$ cat config.mk
export PLATFORM = sky130hd
export DESIGN_NAME = rtl_ctrl
export DESIGN_NICKNAME = d
export VERILOG_FILES = /design/src/rtl/core/ipv6_route_table_lpm_defines.svh /design/src/rtl/core/rtl_pkg.sv /design/src/rtl/core/rtl_ctrl.sv
export SDC_FILE = /design/constraint.sdc
export NUM_CORES = 1
export LEC_CHECK = 0
export ABC_AREA = 1
export BUFFER_PORTS_ARGS = -buffer_cell sky130_fd_sc_hd__buf_2
export CAP_MARGIN = 15
export CORE_AREA = 2 2 39 41
export CTS_CLUSTER_DIAMETER = 40
export DETAILED_ROUTE_END_ITERATION = 16
export DIE_AREA = 0 0 41 43
export GPL_ROUTABILITY_DRIVEN = 0
export GPL_TIMING_DRIVEN = 0
export SLEW_MARGIN = 20
export SYNTH_ARGS = -nofsm -noshare
export SYNTH_HDL_FRONTEND = slang
export SYNTH_SLANG_ARGS = --single-unit
$ cat constraint.sdc
create_clock -name clk -period 1.1 [get_ports clk]
set_clock_uncertainty 0.2 [all_clocks]
set_input_delay 0.11 -clock clk [delete_from_list [all_inputs] [get_ports clk]]
set_output_delay 0.11 -clock clk [all_outputs]
set_load 0.02 [all_outputs]
$ cat src/rtl/core/ipv6_route_table_lpm_defines.svh
// assertion macros for the route table
`ifndef IPV6_ROUTE_TABLE_LPM_DEFINES_SVH
`define IPV6_ROUTE_TABLE_LPM_DEFINES_SVH
`define RT_ASSERT_IMP(label, a, c) \
	label: assert property (@(posedge clk) disable iff (!arst_n) (a) |-> (c)) \
		else $error("assertion failed");
`define RT_ASSERT_NEXT(label, a, c) \
	label: assert property (@(posedge clk) disable iff (!arst_n) (a) |=> (c)) \
		else $error("assertion failed");
`endif

$ cat src/rtl/core/rtl_pkg.sv
package rtl_pkg;
	localparam int ENTRIES = 8;
	localparam int IW = (ENTRIES > 1) ? $clog2(ENTRIES) : 1;
	localparam logic [7:0] MAX_PLEN = 8'd128;

	localparam logic [1:0] REQ_ADD = 2'd0;
	localparam logic [1:0] REQ_LOOKUP = 2'd1;
	localparam logic [1:0] REQ_REMOVE = 2'd2;

	localparam logic [2:0] ST_INSERTED = 3'd0;
	localparam logic [2:0] ST_UPDATED = 3'd1;
	localparam logic [2:0] ST_EVICTED = 3'd2;
	localparam logic [2:0] ST_HIT = 3'd3;
	localparam logic [2:0] ST_MISS = 3'd4;
	localparam logic [2:0] ST_REMOVED = 3'd5;

	typedef enum logic [2:0] {S_IDLE, S_SCAN, S_DECIDE, S_OUT} state_t;

	typedef struct packed {
		logic load;
		logic scan;
		logic decide;
	} cmd_t;

	typedef struct packed {
		logic scan_last;
	} stat_t;

	function automatic logic [127:0] pmask(input logic [7:0] len);
		logic [127:0] m;
		m = '0;
		for (int b = 0; b < 128; b++)
			m[127 - b] = (b < int'(len));
		return m;
	endfunction
endpackage

$ cat src/rtl/core/rtl_ctrl.sv
module rtl_ctrl (
	input  logic            clk,
	input  logic            arst_n,
	input  logic            valid,
	output logic            ready,
	output logic            out_valid,
	input  logic            out_ready,
	input  rtl_pkg::stat_t  stat,
	output rtl_pkg::cmd_t   cmd
);
	rtl_pkg::state_t state_q, state_d;

	always_ff @(posedge clk or negedge arst_n) begin
		if (!arst_n) state_q <= rtl_pkg::S_IDLE;
		else state_q <= state_d;
	end

	always_comb begin
		state_d = state_q;
		cmd = '0;
		ready = 1'b0;
		out_valid = 1'b0;
		case (state_q)
			rtl_pkg::S_IDLE: begin
				ready = 1'b1;
				if (valid) begin
					cmd.load = 1'b1;
					state_d = rtl_pkg::S_SCAN;
				end
			end
			rtl_pkg::S_SCAN: begin
				cmd.scan = 1'b1;
				if (stat.scan_last) state_d = rtl_pkg::S_DECIDE;
			end
			rtl_pkg::S_DECIDE: begin
				cmd.decide = 1'b1;
				state_d = rtl_pkg::S_OUT;
			end
			rtl_pkg::S_OUT: begin
				out_valid = 1'b1;
				if (out_ready) state_d = rtl_pkg::S_IDLE;
			end
			default: state_d = rtl_pkg::S_IDLE;
		endcase
	end
endmodule

Word-level counts from Yosys, hierarchy flattened
Cells that the tools add are included.
W data, S select, Z words.
{"block": "word_totals", "ff_bits": 3, "latch_bits": 0, "mem_bits_rw": 0, "romBits": 0, "in_bits": 5, "mem_count": 0}
{"block": "classes", "add_sub_neg": 0, "multipliers": 0, "div": 0, "order_cmp": 0, "n_eq_ne": 6, "shifts": 0, "n_mux": 10, "bitwise": 0, "n_reduce_logical": 2}
{"operator": "$pmux W3 S4", "n": 1}
{"operator": "$mux W3", "n": 3}
{"operator": "$eq A3 B2 Y1 const B", "n": 2}
{"operator": "$mux W1", "n": 6}
{"operator": "$ne A2 B2 Y1 const B", "n": 3}
{"operator": "$eq A3 B1 Y1 const B", "n": 1}
{"operator": "$logic_not A3 Y1", "n": 1}
{"operator": "$reduce_and A3 Y1", "n": 1}

Longest topological paths before layout
{"block": "depth", "depth_word": 3, "mapped_depth": 6, "depth_no_buf": 6}

Worst setup path after synthesis
OpenSTA, ideal clock, no wires.
{"block": "synth_path", "kind": "reg-to-reg", "startpoint": "register state_q[0]", "endpoint": "register state_q[0]", "setup_ns": 0.117, "t_arrival_ns": 1.030, "t_required_ns": 0.783, "path_slack_ns": -0.247, "path_stages_with_launch": 7, "cell_sequence": "dfrtp_1 inv_1 ha_1 nor2_1 nor2_2 nand3_1 nand2_1"}
{"block": "synth_via", "elab_chain_cells": 3}
{"element": "from (decl)", "line_no": "rtl_ctrl.sv:11", "source": "rtl_pkg::state_t state_q, state_d;"}
{"element": "from (signal assigned)", "line_no": "rtl_ctrl.sv:14", "source": "if (!arst_n) state_q <= rtl_pkg::S_IDLE;"}
{"element": "from (signal assigned)", "line_no": "rtl_ctrl.sv:15", "source": "else state_q <= state_d;"}
{"element": "$eq A3 B1 Y1, or another cell as far along", "line_no": "rtl_ctrl.sv:23", "source": "case (state_q)"}
{"element": "$ne A2 B2 Y1 (no line)"}
{"element": "$reduce_and A3 Y1 (no line)"}
Parallel ways exist; a longest one is shown, timed or not.
A chain may end at the register's enable or synchronous reset.

==> flow_summary.json <==
{
  "multi_input_area_um2": 183.9,
  "largest_reg_flops": 2,
  "grt_usage": 0.06820,
  "drive_above_1_share": 0.7442,
  "first_iter_violations": 0,
  "min_period_ns": 1.375,
  "cts.path.max_buffers": 2,
  "worstPathMaxFanout": 3,
  "fillers": 149,
  "ys_ff_latch": 2,
  "h-tree-depth": 1,
  "cts_root_buf": "clkbuf_4",
  "cp_common_cell": "buf_6",
  "async_reset_ff_frac": 1.000,
  "ys_seq_area_frac": 0.2685,
  "cp-startpoint": "state_q[1]",
  "path_delay_family": "flip-flops",
  "first_pass_iters": 1,
  "tns_ns": -1.700,
  "start_util": 0.1347,
  "relSlewSlack": 0.9333,
  "power.leakage_uw": 0.0002176,
  "clk_pin_slew_worst_paths_ns": 0.03,
  "violations": "setup timing",
  "register_area_um2": 52.55,
  "setup_viol": 7,
  "required_ns": 0.79,
  "wl_per_cell_um": 7.610,
  "die_area_mm2": 0.001763,
  "overflow": 0,
  "ir_drop_mv": 1.019,
  "cpMaxStageDelayCell": "dfrtp_2",
  "synthDistinctLibCells": 10,
  "finalNonFillerCells": 59,
  "yosysMostFrequentCell": "nand2_1",
  "fmax_mhz": 727.3,
  "worstReg2RegEnd": "state_q[0]",
  "r2r_start": "state_q[1]",
  "die_w_um": 41,
  "min-delay-start": "out_ready",
  "grt_pass1_vias": 229,
  "viasPerCell": 3.542,
  "drt_wl_total_um": 449,
  "die_y_um": 43,
  "cts_buffers": 3,
  "synthTopCellsByArea": "dfrtp_1 (27%), ha_1 (27%), nand2_1 (14%)",
  "synth.cell_area_um2": 186.4,
  "grt_pass1_wl_um": 772,
  "synthCells": 25,
  "cts.sinks": 2,
  "num-nets-final": 54,
  "clk_latency_ns": 0.22,
  "cts_tree": "yes",
  "arrival_ns": 1.06,
  "synth_ff_type": "dfrtp_1",
  "worstMarginPinSlew_ns": 0.09979,
  "area_delta_synth_final_pct": 132.9,
  "syn_area_per_cell_um2": 7.457,
  "dp_hpwl_um": 327.9,
  "hold_end": "state_q[1]",
  "status": "complete, but fails checks",
  "ios": 10,
  "diodes": 0,
  "rsz0062_at_grt": "yes",
  "holdPathStages": 5,
  "holdCritPathClass": "primary input to flop",
  "synth_top_area_share": 0.2685,
  "synth_fp_nets": 34,
  "drtAntennaViolNets": 0,
  "regMostFlops": "state_q",
  "rows": 14,
  "route.detailed.drc": 0,
  "yosys.area.top_type": "dfrtp_1",
  "reg2reg_slack_ns": -0.21,
  "synth_warnings": 0,
  "path_buf_inv": 2,
  "grt_max_degree": 4,
  "end_kind": "output pin",
  "coreArea_mm2": 0.001384,
  "port_buffers": 9,
  "num_vias": 209,
  "maxCapViolations": 0,
  "hold_viol_final": 0,
  "yosys-top-cells-count": "nand2_1 (7), inv_1 (6), ha_1 (4)",
  "worstRegToRegCells": 6,
  "finalWorstSetupSlack_ns": -0.2749,
  "powerDensity_mw_per_mm2": 3027,
  "antenna_found_initial": 0,
  "critPathMaxStageDelay_ns": 0.42,
  "path_class": "flop to output pin",
  "synth_edf_count": 0,
  "fin_crit_sh": 1.250,
  "startpoint_type": "flop",
  "path_cells": "buf_6 > ha_4 > buf_6",
  "top_regs": "state_q x2",
  "dp.cells": 50,
  "drv_slew": 0
}
==> what timing repair did <==
action                                  in CTS  in global routing
buffers inserted                             4                  0
endpoints found under the setup margin       7                  7
pin swaps                                    6                  1
hold buffers                                 2                  0
endpoints found under the hold margin        2                  0
gates resized for setup                     13                  2
==> cells in the final DEF, fill, tap and decap left out, drive strengths merged <==
cell type    synthesis  final
buf                  0     13
clkbuf               0      3
dfrtp                2      2
dlygate4sd3          0      2
ha                   4      4
inv                  6      6
nand2                8      8
nand3                2      2
nand4                1      1
nor2                 2      2
==> metrics by stage <==
stage | worst slack (ns) | cell area, um2 | utilization | hold slack, ns | total power, uW
after floorplan | -0.1351 | 249.0 | - | -0.3856 | 770.2
after global placement | -0.1738 | 314.1 | 0.2269 | -0.3036 | 867.7
after detailed placement | -0.1887 | 314.1 | 0.2269 | -0.3023 | 870.7
after CTS | -0.2878 | 426.7 | 0.3083 | 0.05725 | 1304
after global routing | -0.3072 | 434.2 | 0.3137 | 0.09478 | 1451
final | -0.2749 | 434.2 | 0.3137 | 0.05519 | 1314
==> routing by layer <==
| metal | GRT usage | wire length [um] | share of wire |
|---|---|---|---|
| met3 | 0.02618 | 55 | 0.12 |
| met1 | 0.06410 | 167 | 0.37 |
| met4 | 0.08000 | 0 | 0 |
| met5 | 0 | 0 | 0 |
| met2 | 0.09688 | 226 | 0.50 |
==> layout make-up <==
cell class                 instances  area share
tap                               16     0.04611
inverter                           6     0.06340
multi-input combinational         17      0.4236
timing repair buffer              15      0.2939
clock buffer                       3     0.05187
sequential                         2      0.1210
==> where the power goes <==
| group | internal, uW | switching, uW | total [uW] |
|---|---|---|---|
| sequential | 123 | 47.3 | 170 |
| clock | 120 | 38.1 | 158 |
| combinational | 492 | 494 | 986 |
| total | 735 | 580 | 1310 |
==> logic make-up after synthesis <==
kind of cell | synth area share
simple gates | 0.3423
buf+inv | 0.1208
fa+ha+maj | 0.2685
flops | 0.2685
==> tightest hold or removal path, cell delays in order <==
cell,delay (ns)
buf_2,0.07
inv_1,0.03
nand2_2,0.07
nand4_1,0.08
nand2_1,0.07
==> worst max path at each step <==
| stage | end | slack, ns | cells after the start |
|---|---|---|---|
| 5_1_grt | cmd[2] | -0.31 | 5 |
| 4_1_cts | cmd[2] | -0.29 | 5 |
| 6_report | cmd[0] | -0.27 | 3 |
| 2_1_floorplan | state_q[0] | -0.14 | 5 |
| 3_5_place_dp | cmd[2] | -0.19 | 5 |
| 3_3_place_gp | cmd[2] | -0.17 | 5 |
No activity file was read; power rests on OpenSTA's default activity.
